File: config.mk
export PLATFORM = sky130hd
export DESIGN_NAME = cpop_front
export DESIGN_NICKNAME = d
export VERILOG_FILES = /design/src/cpop_pkg.sv /design/src/cpop_front.sv
export SDC_FILE = /design/constraint.sdc
export NUM_CORES = 2
export LEC_CHECK = 0
export BUFFER_PORTS_ARGS = -buffer_cell sky130_fd_sc_hd__buf_2
export CAP_MARGIN = 20
export CORE_ASPECT_RATIO = 0.5
export CORE_MARGIN = 2
export CORE_UTILIZATION = 54
export DETAILED_ROUTE_END_ITERATION = 7
export HOLD_SLACK_MARGIN = 0.1
export PLACE_DENSITY = 0.73
export SLEW_MARGIN = 5
export SYNTH_ARGS = -nofsm -noshare
export SYNTH_HDL_FRONTEND = slang
export SYNTH_SLANG_ARGS = --single-unit
File: constraint.sdc
create_clock -name clk -period 8.5 [get_ports clk]
set_input_delay 1.275 -clock clk [delete_from_list [all_inputs] [get_ports clk]]
set_output_delay 1.275 -clock clk [all_outputs]
set_load 0.01 [all_outputs]
File: src/cpop_pkg.sv
// Shared widths, derived stage counts and side-data types for the circle overlap push pipeline.
package cpop_pkg;

  localparam int COORD_WIDTH   = 24;
  localparam int FRACTION_BITS = 20;

  localparam int DIFF_W = COORD_WIDTH + 1;
  localparam int RAD_W  = FRACTION_BITS + 1;
  localparam int CMP_W  = (DIFF_W > RAD_W) ? DIFF_W : RAD_W;
  localparam int SQ_W   = 2 * RAD_W;
  localparam int DSQ_W  = SQ_W + 1;

  localparam int ROOT_W      = RAD_W + 1;
  localparam int SQRT_STAGES = (ROOT_W + 1) / 2;
  localparam int SQRT_X_W    = 4 * SQRT_STAGES;
  localparam int REM_W       = ROOT_W + 3;

  localparam int NUM_W      = 2 * RAD_W + 1;
  localparam int DEN_W      = RAD_W + 1;
  localparam int QUO_W      = FRACTION_BITS;
  localparam int DIV_STAGES = (QUO_W + 1) / 2;

  // front (4) + root + violation/product/numerator (3) + divide + output register
  localparam int LATENCY = 4 + SQRT_STAGES + 3 + DIV_STAGES + 1;

  typedef struct packed {
    logic               contact;
    logic               sx;
    logic               sy;
    logic [RAD_W-1:0]   r;
    logic [RAD_W-1:0]   adx;
    logic [RAD_W-1:0]   ady;
  } side_t;

  typedef struct packed {
    logic contact;
    logic sx;
    logic sy;
  } sign_t;

endpackage

File: src/cpop_front.sv
// Front stages: differences, magnitudes and reject test, squares, contact decision.
module cpop_front (
  input  logic                              clk,
  input  logic                              rst_n,
  input  logic                              in_valid,
  input  logic [cpop_pkg::COORD_WIDTH-1:0]  in_a_x,
  input  logic [cpop_pkg::COORD_WIDTH-1:0]  in_a_y,
  input  logic [cpop_pkg::FRACTION_BITS-1:0] in_a_radius,
  input  logic [cpop_pkg::COORD_WIDTH-1:0]  in_b_x,
  input  logic [cpop_pkg::COORD_WIDTH-1:0]  in_b_y,
  input  logic [cpop_pkg::FRACTION_BITS-1:0] in_b_radius,
  output logic                              out_valid,
  output logic [cpop_pkg::DSQ_W-1:0]        out_dsq,
  output cpop_pkg::side_t                   out_side
);

  // stage 1
  logic                           v1_r;
  logic [cpop_pkg::DIFF_W-1:0]    dx1_r, dy1_r;
  logic [cpop_pkg::RAD_W-1:0]     r1_r;
  // stage 2
  logic                           v2_r;
  cpop_pkg::side_t                side2_r;
  // stage 3
  logic                           v3_r;
  cpop_pkg::side_t                side3_r;
  logic [cpop_pkg::SQ_W-1:0]      sqx3_r, sqy3_r, rsq3_r;
  // stage 4
  logic                           v4_r;
  cpop_pkg::side_t                side4_r;
  logic [cpop_pkg::DSQ_W-1:0]     dsq4_r;

  logic [cpop_pkg::DIFF_W-1:0]    dx1_nxt, dy1_nxt, adx2, ady2;
  logic                           near2;
  logic [cpop_pkg::DSQ_W-1:0]     dsq4_nxt;
  logic                           contact4_nxt;

  always_comb begin
    dx1_nxt = {in_b_x[cpop_pkg::COORD_WIDTH-1], in_b_x}
            - {in_a_x[cpop_pkg::COORD_WIDTH-1], in_a_x};
    dy1_nxt = {in_b_y[cpop_pkg::COORD_WIDTH-1], in_b_y}
            - {in_a_y[cpop_pkg::COORD_WIDTH-1], in_a_y};
  end

  always_comb begin
    adx2  = dx1_r[cpop_pkg::DIFF_W-1] ? (~dx1_r + 1'b1) : dx1_r;
    ady2  = dy1_r[cpop_pkg::DIFF_W-1] ? (~dy1_r + 1'b1) : dy1_r;
    near2 = (cpop_pkg::CMP_W'(adx2) < cpop_pkg::CMP_W'(r1_r))
         && (cpop_pkg::CMP_W'(ady2) < cpop_pkg::CMP_W'(r1_r));
  end

  always_comb begin
    dsq4_nxt     = cpop_pkg::DSQ_W'(sqx3_r) + cpop_pkg::DSQ_W'(sqy3_r);
    contact4_nxt = side3_r.contact && (dsq4_nxt != '0)
                && (dsq4_nxt < cpop_pkg::DSQ_W'(rsq3_r));
  end

  always_ff @(posedge clk) begin
    if (!rst_n) begin
      v1_r <= 1'b0;
      v2_r <= 1'b0;
      v3_r <= 1'b0;
      v4_r <= 1'b0;
    end else begin
      v1_r <= in_valid;
      v2_r <= v1_r;
      v3_r <= v2_r;
      v4_r <= v3_r;
    end
    dx1_r <= dx1_nxt;
    dy1_r <= dy1_nxt;
    r1_r  <= cpop_pkg::RAD_W'(in_a_radius) + cpop_pkg::RAD_W'(in_b_radius);

    side2_r.contact <= near2;
    side2_r.sx      <= dx1_r[cpop_pkg::DIFF_W-1];
    side2_r.sy      <= dy1_r[cpop_pkg::DIFF_W-1];
    side2_r.r       <= r1_r;
    side2_r.adx     <= adx2[cpop_pkg::RAD_W-1:0];
    side2_r.ady     <= ady2[cpop_pkg::RAD_W-1:0];

    side3_r <= side2_r;
    sqx3_r  <= side2_r.adx * side2_r.adx;
    sqy3_r  <= side2_r.ady * side2_r.ady;
    rsq3_r  <= side2_r.r * side2_r.r;

    side4_r.contact <= contact4_nxt;
    side4_r.sx      <= side3_r.sx;
    side4_r.sy      <= side3_r.sy;
    side4_r.r       <= side3_r.r;
    side4_r.adx     <= side3_r.adx;
    side4_r.ady     <= side3_r.ady;
    dsq4_r          <= dsq4_nxt;
  end

  assign out_valid = v4_r;
  assign out_dsq   = dsq4_r;
  assign out_side  = side4_r;

endmodule

==> impl_metrics.env <==
export IMPL_finalSetupViolCount=0
export IMPL_cts_root_buffer="clkbuf_16"
export IMPL_first_pass_iters=5
export IMPL_crit_buf_inv=7
export IMPL_nFillCells=8283
export IMPL_fin_crit_ns=8.00
export IMPL_initial_utilization_pct=54.7
export IMPL_ys_warnings_count=0
export IMPL_cp_start_kind="flip-flop"
export IMPL_synthTopCellsByArea="fa_1 (35%), dfxtp_1 (16%), ha_1 (15%)"
export IMPL_cts_tree="yes"
export IMPL_die_area_um2=102000
export IMPL_wl_per_cell_um=18.3
export IMPL_first_iter_violations=2482
export IMPL_fin_nets=7604
export IMPL_path_clk_slew_ns=0.07
export IMPL_cts_sinks=436
export IMPL_tightestPinTransition_ns=1.05
export IMPL_cts_buffers=44
export IMPL_crit_arrival_ns=8.54
export IMPL_synthCells=5647
export IMPL_rsz0062_at_grt="no"
export IMPL_postCtsSetupRepairBufs=0
export IMPL_track_usage_pct=26.9
export IMPL_layout_drive_gt1_share_pct=7.51
export IMPL_num_vias=38478
export IMPL_cpMaxStageDelayCell="dfxtp_1"
export IMPL_synth_area_per_cell_um2=9.52
export IMPL_hold_path_class="flip-flop to flip-flop"
export IMPL_synth_flop_cell="dfxtp_1"
export IMPL_rows=81
export IMPL_fin_worst_skew_ns=0.0222
export IMPL_synthDistinctLibCells=77
export IMPL_async_flop_share_pct=0
export IMPL_cp_max_fo=17
export IMPL_fmax_mhz=125
export IMPL_status="completed"
export IMPL_core_area_um2=98200
export IMPL_grt_max_degree=27
export IMPL_drtAntennaViolNets=0
export IMPL_synth_top_area_cell="fa_1"
export IMPL_clk_latency_ns=0.62
export IMPL_clk_path_buf_depth=3
export IMPL_path_common_cell="fa_1"
export IMPL_mostFrequentLayoutCells="inv_1 (1377), fa_1 (933), ha_1 (652), nand2_1 (454), dfxtp_1 (436)"
export IMPL_place_hpwl_um=113000
export IMPL_finalCritPeriodShare_pct=94.1
export IMPL_avgViaCountPerCell=5.31
export IMPL_worstSetupEndpointType="flip-flop"
export IMPL_ios=249
export IMPL_cp_top_family="adder cells"
export IMPL_slew_violations=0
export IMPL_io_buffers=248
export IMPL_cp_data_required_time_ns=9.03
export IMPL_cts_resized=0
export IMPL_areaGrowthSynthToFinish_pct=8.32
export IMPL_path_depth=27
export IMPL_ys_ff_latch=436
export IMPL_yosys_area_top_type_share_pct=34.8
export IMPL_drc=0
export IMPL_syn_area_um2=53700
export IMPL_postCtsHoldBufs=0
export IMPL_crit_type="flip-flop to flip-flop"
export IMPL_ctsHtreeMaxLevel=2
export IMPL_gp_congestion=0.942
export IMPL_relSlewSlack_pct=29.9
export IMPL_maxCapViolCount=0
export IMPL_die_w_um=450
export IMPL_wl_um=132000
export IMPL_setup_tns_ns=0
export IMPL_synth_edf_count=0
export IMPL_synthesis_nets=7371
export IMPL_min_path_cells=0
export IMPL_grt_overflow_total=0
export IMPL_ys_seq_area_share_pct=16.2
export IMPL_max_stage_delay_ns=0.91
export IMPL_die_height_um=227
export IMPL_rr_worst_depth=27
export IMPL_grt_pass1_wl_um=218000
export IMPL_grt_antenna_before_repair=3
export IMPL_first_global_vias=41882
export IMPL_hold_viol=0
export IMPL_final_common_cell="inv_1"
-- cells by family (layout without fill, tap and decap cells) --
family                     Yosys count  in the layout  share of synthesized area, %
AOI/OAI and AO/OA                  656            656                          7.95
xor gates and xnor gates           272            272                          4.43
adders and majority gates         1585           1585                          49.9
buffers and inverters             1514           1780                          10.6
DFF                                436            436                          16.2
muxes                                5              5                         0.100
other                                0              2                             0
and+or+nand+nor                   1179           1179                          10.7
-- cell type report --
type | instances | area, um2 | area share, %
Inverter | 1377 | 5170 | 8.88
Sequential cell | 436 | 8730 | 15.0
Antenna cell | 2 | 5.00 | 0.00860
Clock buffer | 48 | 1130 | 1.93
Clock inverter | 31 | 369 | 0.634
Tap cell | 1328 | 1660 | 2.85
Timing Repair Buffer | 324 | 1830 | 3.14
Multi-Input combinational cell | 3697 | 39300 | 67.5
-- flip-flops by register name (all words and copies together) (netlist names) --
| register | flops |
|---|---|
| out_dsq | 43 |
| rsq3_r | 41 |
| v3_r | 1 |
| v2_r | 1 |
| dy1_r | 25 |
| out_valid | 1 |
| sqy3_r | 41 |
| side2_r | 66 |
| r1_r | 21 |
| sqx3_r | 41 |
| side3_r | 63 |
| v1_r | 1 |
| dx1_r | 25 |
| out_side | 66 |
-- stage by stage --
| step | utilization (%) | worst slack, ns | cells | instance area (um2) | hold slack, ns |
|---|---|---|---|---|---|
| finish | 59.3 | 0.498 | 7243 | 58200 | 0.322 |
| global route | 59.3 | 0.0847 | 7241 | 58200 | 0.326 |
| CTS | 59.2 | 0.626 | 7240 | 58200 | 0.321 |
| global placement | 57.7 | 0.862 | 7161 | 56700 | 0.310 |
| detailed placement | 57.7 | 0.712 | 7161 | 56700 | 0.312 |
| floorplan | - | 1.32 | 5647 | 53700 | 0.310 |
-- synth_stat cells (all sizes together) (47+ instances only) --
cell / number
nor3: 50
a21oi: 204
xnor2: 208
fa: 933
xor2: 64
nor2b: 47
dfxtp: 436
nand2: 454
and2: 252
o21ai: 122
ha: 652
inv: 1377
clkbuf: 136
nor2: 174
a21o: 91
-- metal layers --
| metal | track usage, % | up-vias | share of wire [%] |
|---|---|---|---|
| met4 | 7.26 | 2 | 2.7 |
| li1 | - | 17849 | - |
| met1 | 34.2 | 19262 | 42 |
| met3 | 6.17 | 218 | 7.6 |
| met2 | 46.5 | 1147 | 48 |
| met5 | 0 | - | 0.037 |
-- worst paths after layout --
kind,startpoint,end,slack [ns]
worst min register to register,side3_r[36],out_side[36],0.32
worst max register to register,side2_r[26],sqx3_r[38],0.50
worst min-delay path,side3_r[36],out_side[36],0.32
worst max-delay path,side2_r[26],sqx3_r[38],0.50
Power is not shown: default switching activity piles up to over one toggle a cycle in this logic, so the estimate is an artifact.
