### src/cpop_pkg.sv
// Shared widths, derived stage counts and side-data types for the circle overlap push pipeline.
package cpop_pkg;

  localparam int COORD_WIDTH   = 24;
  localparam int FRACTION_BITS = 20;

  localparam int DIFF_W = COORD_WIDTH + 1;
  localparam int RAD_W  = FRACTION_BITS + 1;
  localparam int CMP_W  = (DIFF_W > RAD_W) ? DIFF_W : RAD_W;
  localparam int SQ_W   = 2 * RAD_W;
  localparam int DSQ_W  = SQ_W + 1;

  localparam int ROOT_W      = RAD_W + 1;
  localparam int SQRT_STAGES = (ROOT_W + 1) / 2;
  localparam int SQRT_X_W    = 4 * SQRT_STAGES;
  localparam int REM_W       = ROOT_W + 3;

  localparam int NUM_W      = 2 * RAD_W + 1;
  localparam int DEN_W      = RAD_W + 1;
  localparam int QUO_W      = FRACTION_BITS;
  localparam int DIV_STAGES = (QUO_W + 1) / 2;

  // front (4) + root + violation/product/numerator (3) + divide + output register
  localparam int LATENCY = 4 + SQRT_STAGES + 3 + DIV_STAGES + 1;

  typedef struct packed {
    logic               contact;
    logic               sx;
    logic               sy;
    logic [RAD_W-1:0]   r;
    logic [RAD_W-1:0]   adx;
    logic [RAD_W-1:0]   ady;
  } side_t;

  typedef struct packed {
    logic contact;
    logic sx;
    logic sy;
  } sign_t;

endpackage

### src/cpop_div.sv
// Two-lane pipelined restoring divider with a shared divisor, two quotient bits per stage.
module cpop_div (
  input  logic                         clk,
  input  logic                         rst_n,
  input  logic                         in_valid,
  input  logic [cpop_pkg::NUM_W-1:0]   in_num_x,
  input  logic [cpop_pkg::NUM_W-1:0]   in_num_y,
  input  logic [cpop_pkg::DEN_W-1:0]   in_den,
  output logic                         out_valid,
  output logic [cpop_pkg::QUO_W-1:0]   out_quo_x,
  output logic [cpop_pkg::QUO_W-1:0]   out_quo_y
);

  logic                          v_r    [cpop_pkg::DIV_STAGES];
  logic [cpop_pkg::NUM_W-1:0]    remx_r [cpop_pkg::DIV_STAGES];
  logic [cpop_pkg::NUM_W-1:0]    remy_r [cpop_pkg::DIV_STAGES];
  logic [cpop_pkg::DEN_W-1:0]    den_r  [cpop_pkg::DIV_STAGES];
  logic [cpop_pkg::QUO_W-1:0]    qx_r   [cpop_pkg::DIV_STAGES];
  logic [cpop_pkg::QUO_W-1:0]    qy_r   [cpop_pkg::DIV_STAGES];

  for (genvar s = 0; s < cpop_pkg::DIV_STAGES; s++) begin : g_st
    logic                         vi;
    logic [cpop_pkg::NUM_W-1:0]   rxi, ryi, rxo, ryo, sh;
    logic [cpop_pkg::DEN_W-1:0]   di;
    logic [cpop_pkg::QUO_W-1:0]   qxi, qyi, qxo, qyo;

    if (s == 0) begin : g_first
      assign vi  = in_valid;
      assign rxi = in_num_x;
      assign ryi = in_num_y;
      assign di  = in_den;
      assign qxi = '0;
      assign qyi = '0;
    end else begin : g_next
      assign vi  = v_r[s-1];
      assign rxi = remx_r[s-1];
      assign ryi = remy_r[s-1];
      assign di  = den_r[s-1];
      assign qxi = qx_r[s-1];
      assign qyi = qy_r[s-1];
    end

    // quotient is known to fit QUO_W bits, so start at the top quotient bit
    always_comb begin
      rxo = rxi;
      ryo = ryi;
      qxo = qxi;
      qyo = qyi;
      sh  = '0;
      for (int j = 0; j < 2; j++) begin
        if (s * 2 + j < cpop_pkg::QUO_W) begin
          sh = cpop_pkg::NUM_W'(di) << (cpop_pkg::QUO_W - 1 - (s * 2 + j));
          if (rxo >= sh) begin
            rxo = rxo - sh;
            qxo[cpop_pkg::QUO_W - 1 - (s * 2 + j)] = 1'b1;
          end
          if (ryo >= sh) begin
            ryo = ryo - sh;
            qyo[cpop_pkg::QUO_W - 1 - (s * 2 + j)] = 1'b1;
          end
        end
      end
    end

    always_ff @(posedge clk) begin
      if (!rst_n) begin
        v_r[s] <= 1'b0;
      end else begin
        v_r[s] <= vi;
      end
      remx_r[s] <= rxo;
      remy_r[s] <= ryo;
      den_r[s]  <= di;
      qx_r[s]   <= qxo;
      qy_r[s]   <= qyo;
    end
  end

  assign out_valid = v_r[cpop_pkg::DIV_STAGES-1];
  assign out_quo_x = qx_r[cpop_pkg::DIV_STAGES-1];
  assign out_quo_y = qy_r[cpop_pkg::DIV_STAGES-1];

endmodule

### config.mk
export PLATFORM = sky130hd
export DESIGN_NAME = cpop_div
export DESIGN_NICKNAME = d
export VERILOG_FILES = /design/src/cpop_pkg.sv /design/src/cpop_div.sv
export SDC_FILE = /design/constraint.sdc
export NUM_CORES = 2
export LEC_CHECK = 0
export BUFFER_PORTS_ARGS = -buffer_cell sky130_fd_sc_hd__buf_2
export CAP_MARGIN = 20
export CELL_PAD_IN_SITES_DETAIL_PLACEMENT = 0
export CELL_PAD_IN_SITES_GLOBAL_PLACEMENT = 1
export CORE_MARGIN = 5
export CORE_UTILIZATION = 49
export DETAILED_ROUTE_END_ITERATION = 8
export PLACE_DENSITY_LB_ADDON = 0.1
export REMOVE_ABC_BUFFERS = 1
export SLEW_MARGIN = 25
export SYNTH_ARGS = -nofsm -noshare
export SYNTH_HDL_FRONTEND = slang
export SYNTH_SLANG_ARGS = --single-unit
### constraint.sdc
create_clock -name clk -period 10.3 [get_ports clk]
set_input_delay 2.06 -clock clk [delete_from_list [all_inputs] [get_ports clk]]
set_output_delay 2.06 -clock clk [all_outputs]
set_load 0.1 [all_outputs]
==> metrics.md <==
| Metric | Value |
|---|---|
| Status | finished, final reports clean |
| Worst skew pair latency | 0.82 ns |
| Hpwl dp | 226.3 mm |
| Crit path top cell by count | o21ai_0 |
| Crit Path Class | register to register |
| CP Launch Type | register |
| CTS HTree Levels | 4 |
| Pwr Total | 39950 uW |
| Number of max-cap violations | 0 |
| Final period util | 0.7772 |
| Reg area | 24060 sq um |
| Yosys Warn Count | 0 |
| Slew Limit Fails | 0 |
| Top sig layer | met4 |
| Worst slew pin tran | 0.9819 ns |
| Die Ht | about 430 um |
| Slowest-stage cell, CP | and4b_1 |
| Required @ worst endpoint | 10.97 ns |
| Worst-path clk slew | 0.06 ns |
| Synth Cell Area | 85310 sq um |
| Worst Path Max Fanout | 34 |
| First-pass detailed-route iteration total | 8 |
| RSZ-0062 raised after global routing | false |
| Fmax | 124.9 MHz |
| Fraction of layout cells with a size suffix above 1 | 0.08079 |
| Final hold violations | 0 |
| Post-synthesis sequential area ratio | 0.2821 |
| Async S/R FF share, synth | 0 |
| Fin crit period | 8.005 ns |
| Most frequent cells in the layout | dfxtp_1, a21oi_1, nor2_1 |
| IO Count | around 150 |
| Synth Area per Inst | 8.213 sq um |
| Yosys cell types | 98 |
| # clock sinks | 1202 |
| Largest net degree at the start of global routing | 53 |
| Commonest non-fill, non-tap cell in the layout | dfxtp_1 |
| Nature of the critical path endpoint | register |
| Fill cell count | 16640 |
| DR iter-0 viols | 4945 |
| # port buffers | ~150 |
| GR Overflow Total | 0 |
| CTS root buf | clkbuf_16 |
| Row count | roughly 150 |
| Core ar. | 173400 sq um |
| CP peak stage delay | slightly above 0.8 ns |
| Total length of routed met3 wires | 10.73 mm |
| Non-Filler Instances | ~13000 |
| #FFs+latches synth | 1202 |
| DRC | 0 |
| Clk_skew | 0.04574 ns |
| Die Area | 182600 sq um |
| Cell count after synthesis | 10390 |
| Synth-to-Final Area Change | 9.794% |
| Metal2 WL | 132.2 mm |
| CTS tree | yes |
| Rel. slew slack | 0.3369 |
| Worst EP arrival | 8.68 ns |
| Initial Utilization | 0.4919 |
| Initial antenna violation count | 8 |
| CTS Hold Bufs | 0 |
| Vias in the first global route | 73170 |
| Clk buf depth | 3 |
| Number of synthesized flops with an enable pin | 0 |
| Vias per inst | between 5 and 6 |
| Post-cts sizing count | 0 |
| HP Class | register to register |
| Most used DFF post-synth | dfxtp_1 |
| Leak | 0.04034 uW |
| Area of the multi-input gates | 58310 sq um |
| Area after DPL | 88610 sq um |
| Metal1 wirelength | roughly 120 mm |
| Die Wd | 427.3 um |
| VDD IR max | 0.0002429 V |
| First-pass GRT wire length | 420.5 mm |
| Post-CTS Setup Inserts | 0 |
| # nets final | 11540 |
| Final setup violating endpoints | 0 |
| Num CTS Buffers | 141 |
| Dpl cells | 12700 |
| Total Neg Setup Slack | 0 ns |
| Routed via count | 75550 |
| Cell area after layout | 93670 sq um |
| Final WL | between 200 and 300 mm |
| DR WL/cell | about 21 um |
| Power Density | 426.5 nW/um^2 |
| Final ANT Viol Nets | 0 |
| Gpl congestion | between 0.9 and 1 |
| All-Layer GR Usage | 0.2932 |
==> sequential cells by signal, indices dropped and copies added (netlist names) <==
name and count:
remy_r 387, den_r 198, qx_r 110, v_r 10, qy_r 110, remx_r 387
==> synthesized netlist by cell type (28+ instances only) <==
| cell type | instances | share of area |
|---|---|---|
| a211o_1 | 28 | 0.0029 |
| nand4b_1 | 31 | 0.0032 |
| a21boi_0 | 35 | 0.0031 |
| fa_1 | 38 | 0.0089 |
| nand4_1 | 174 | 0.013 |
| or3_1 | 83 | 0.0061 |
| dfxtp_1 | 1202 | 0.28 |
| and2_1 | 80 | 0.0059 |
| nand2_1 | 816 | 0.036 |
| nand2b_1 | 150 | 0.011 |
| nor3_1 | 207 | 0.012 |
| nor4_1 | 116 | 0.0085 |
| a211oi_1 | 90 | 0.0079 |
| xor2_1 | 322 | 0.033 |
| a31oi_1 | 68 | 0.0050 |
| nand3_1 | 235 | 0.014 |
| a21o_1 | 409 | 0.036 |
| nand3b_1 | 32 | 0.0028 |
| a21oi_1 | 953 | 0.056 |
| nor2b_1 | 139 | 0.010 |
| o21bai_1 | 123 | 0.011 |
| o21a_1 | 123 | 0.011 |
| mux2_2 | 229 | 0.030 |
| or4_1 | 61 | 0.0054 |
| o31ai_1 | 74 | 0.0065 |
| o211ai_1 | 58 | 0.0051 |
| o31a_1 | 34 | 0.0035 |
| ha_1 | 880 | 0.13 |
| or2_2 | 66 | 0.0048 |
| nor2_1 | 904 | 0.040 |
| and3_1 | 89 | 0.0065 |
| xnor2_1 | 646 | 0.066 |
| o21ai_0 | 627 | 0.037 |
| clkbuf_1 | 189 | 0.0083 |
| inv_1 | 545 | 0.024 |
==> worst max-delay path: cells and delay by family, from the launching register on <==
kind	cells	cell delay, ns
AOI/OAI and AO/OA	14	3.63
adders and majority gates	2	0.82
DFF	1	0.63
xor gates and xnor gates	1	0.12
and+or+nand+nor	5	1.54
buffers and inverters	4	1.14
==> where the power goes <==
part	total (uW)	switching [uW]	internal [uW]
combinational	27000	15200	11800
clock	5250	2180	3060
sequential	7710	1380	6340
==> metrics by stage <==
stage	util	setup slack [ns]	hold WS [ns]
5_1_grt	0.5400	1.802	0.3142
3_5_place_dp	0.5109	1.642	0.3121
6_report	0.5401	2.295	0.3018
2_1_floorplan	-	-0.3071	0.3096
4_1_cts	0.5399	2.414	0.3030
3_3_place_gp	0.5109	1.667	0.3095
==> per-layer routing <==
| layer | track usage | vias up |
|---|---|---|
| met5 | 0 | - |
| met4 | 0.1405 | 0 |
| met3 | 0.03253 | 527 |
| met2 | 0.5162 | 1796 |
| met1 | 0.3561 | 35410 |
| li1 | - | 37810 |
==> cells by family (layout without fill, tap and decap cells) <==
logic type,count (synthesis),count (layout),synth area share
XOR/XNOR,968,968,0.09938
flip-flops,1202,1202,0.2821
AND/OR/NAND/NOR,3321,3321,0.1935
multiplexers,267,267,0.03539
adder cells (fa/ha/maj),918,918,0.1380
AO/OA/AOI/OAI,2923,2923,0.2164
other,0,6,0
buffers and inverters,788,1033,0.03532
==> final timing paths <==
check,start,end,slack (ns),cells past startpoint
max,den_r[4][1]$_DFF_P_,remy_r[5][39]$_DFF_P_,2.30,26
min reg2reg,qy_r[4][15]$_DFF_P_,qy_r[5][15]$_DFF_P_,0.30,0
min,qy_r[4][15]$_DFF_P_,qy_r[5][15]$_DFF_P_,0.30,0
max reg2reg,den_r[4][1]$_DFF_P_,remy_r[5][39]$_DFF_P_,2.30,26
==> area by class of cell <==
cell class,instances,share of cell area
flip-flops and latches,1202,0.2569
multi-input cells,8397,0.6226
diodes,6,0.0001603
well taps,2325,0.03106
clock buffers,176,0.04121
repair buffers,218,0.01348
inverters,554,0.02220
clock inverters,85,0.01244
No activity file was read; power rests on OpenSTA's default activity.
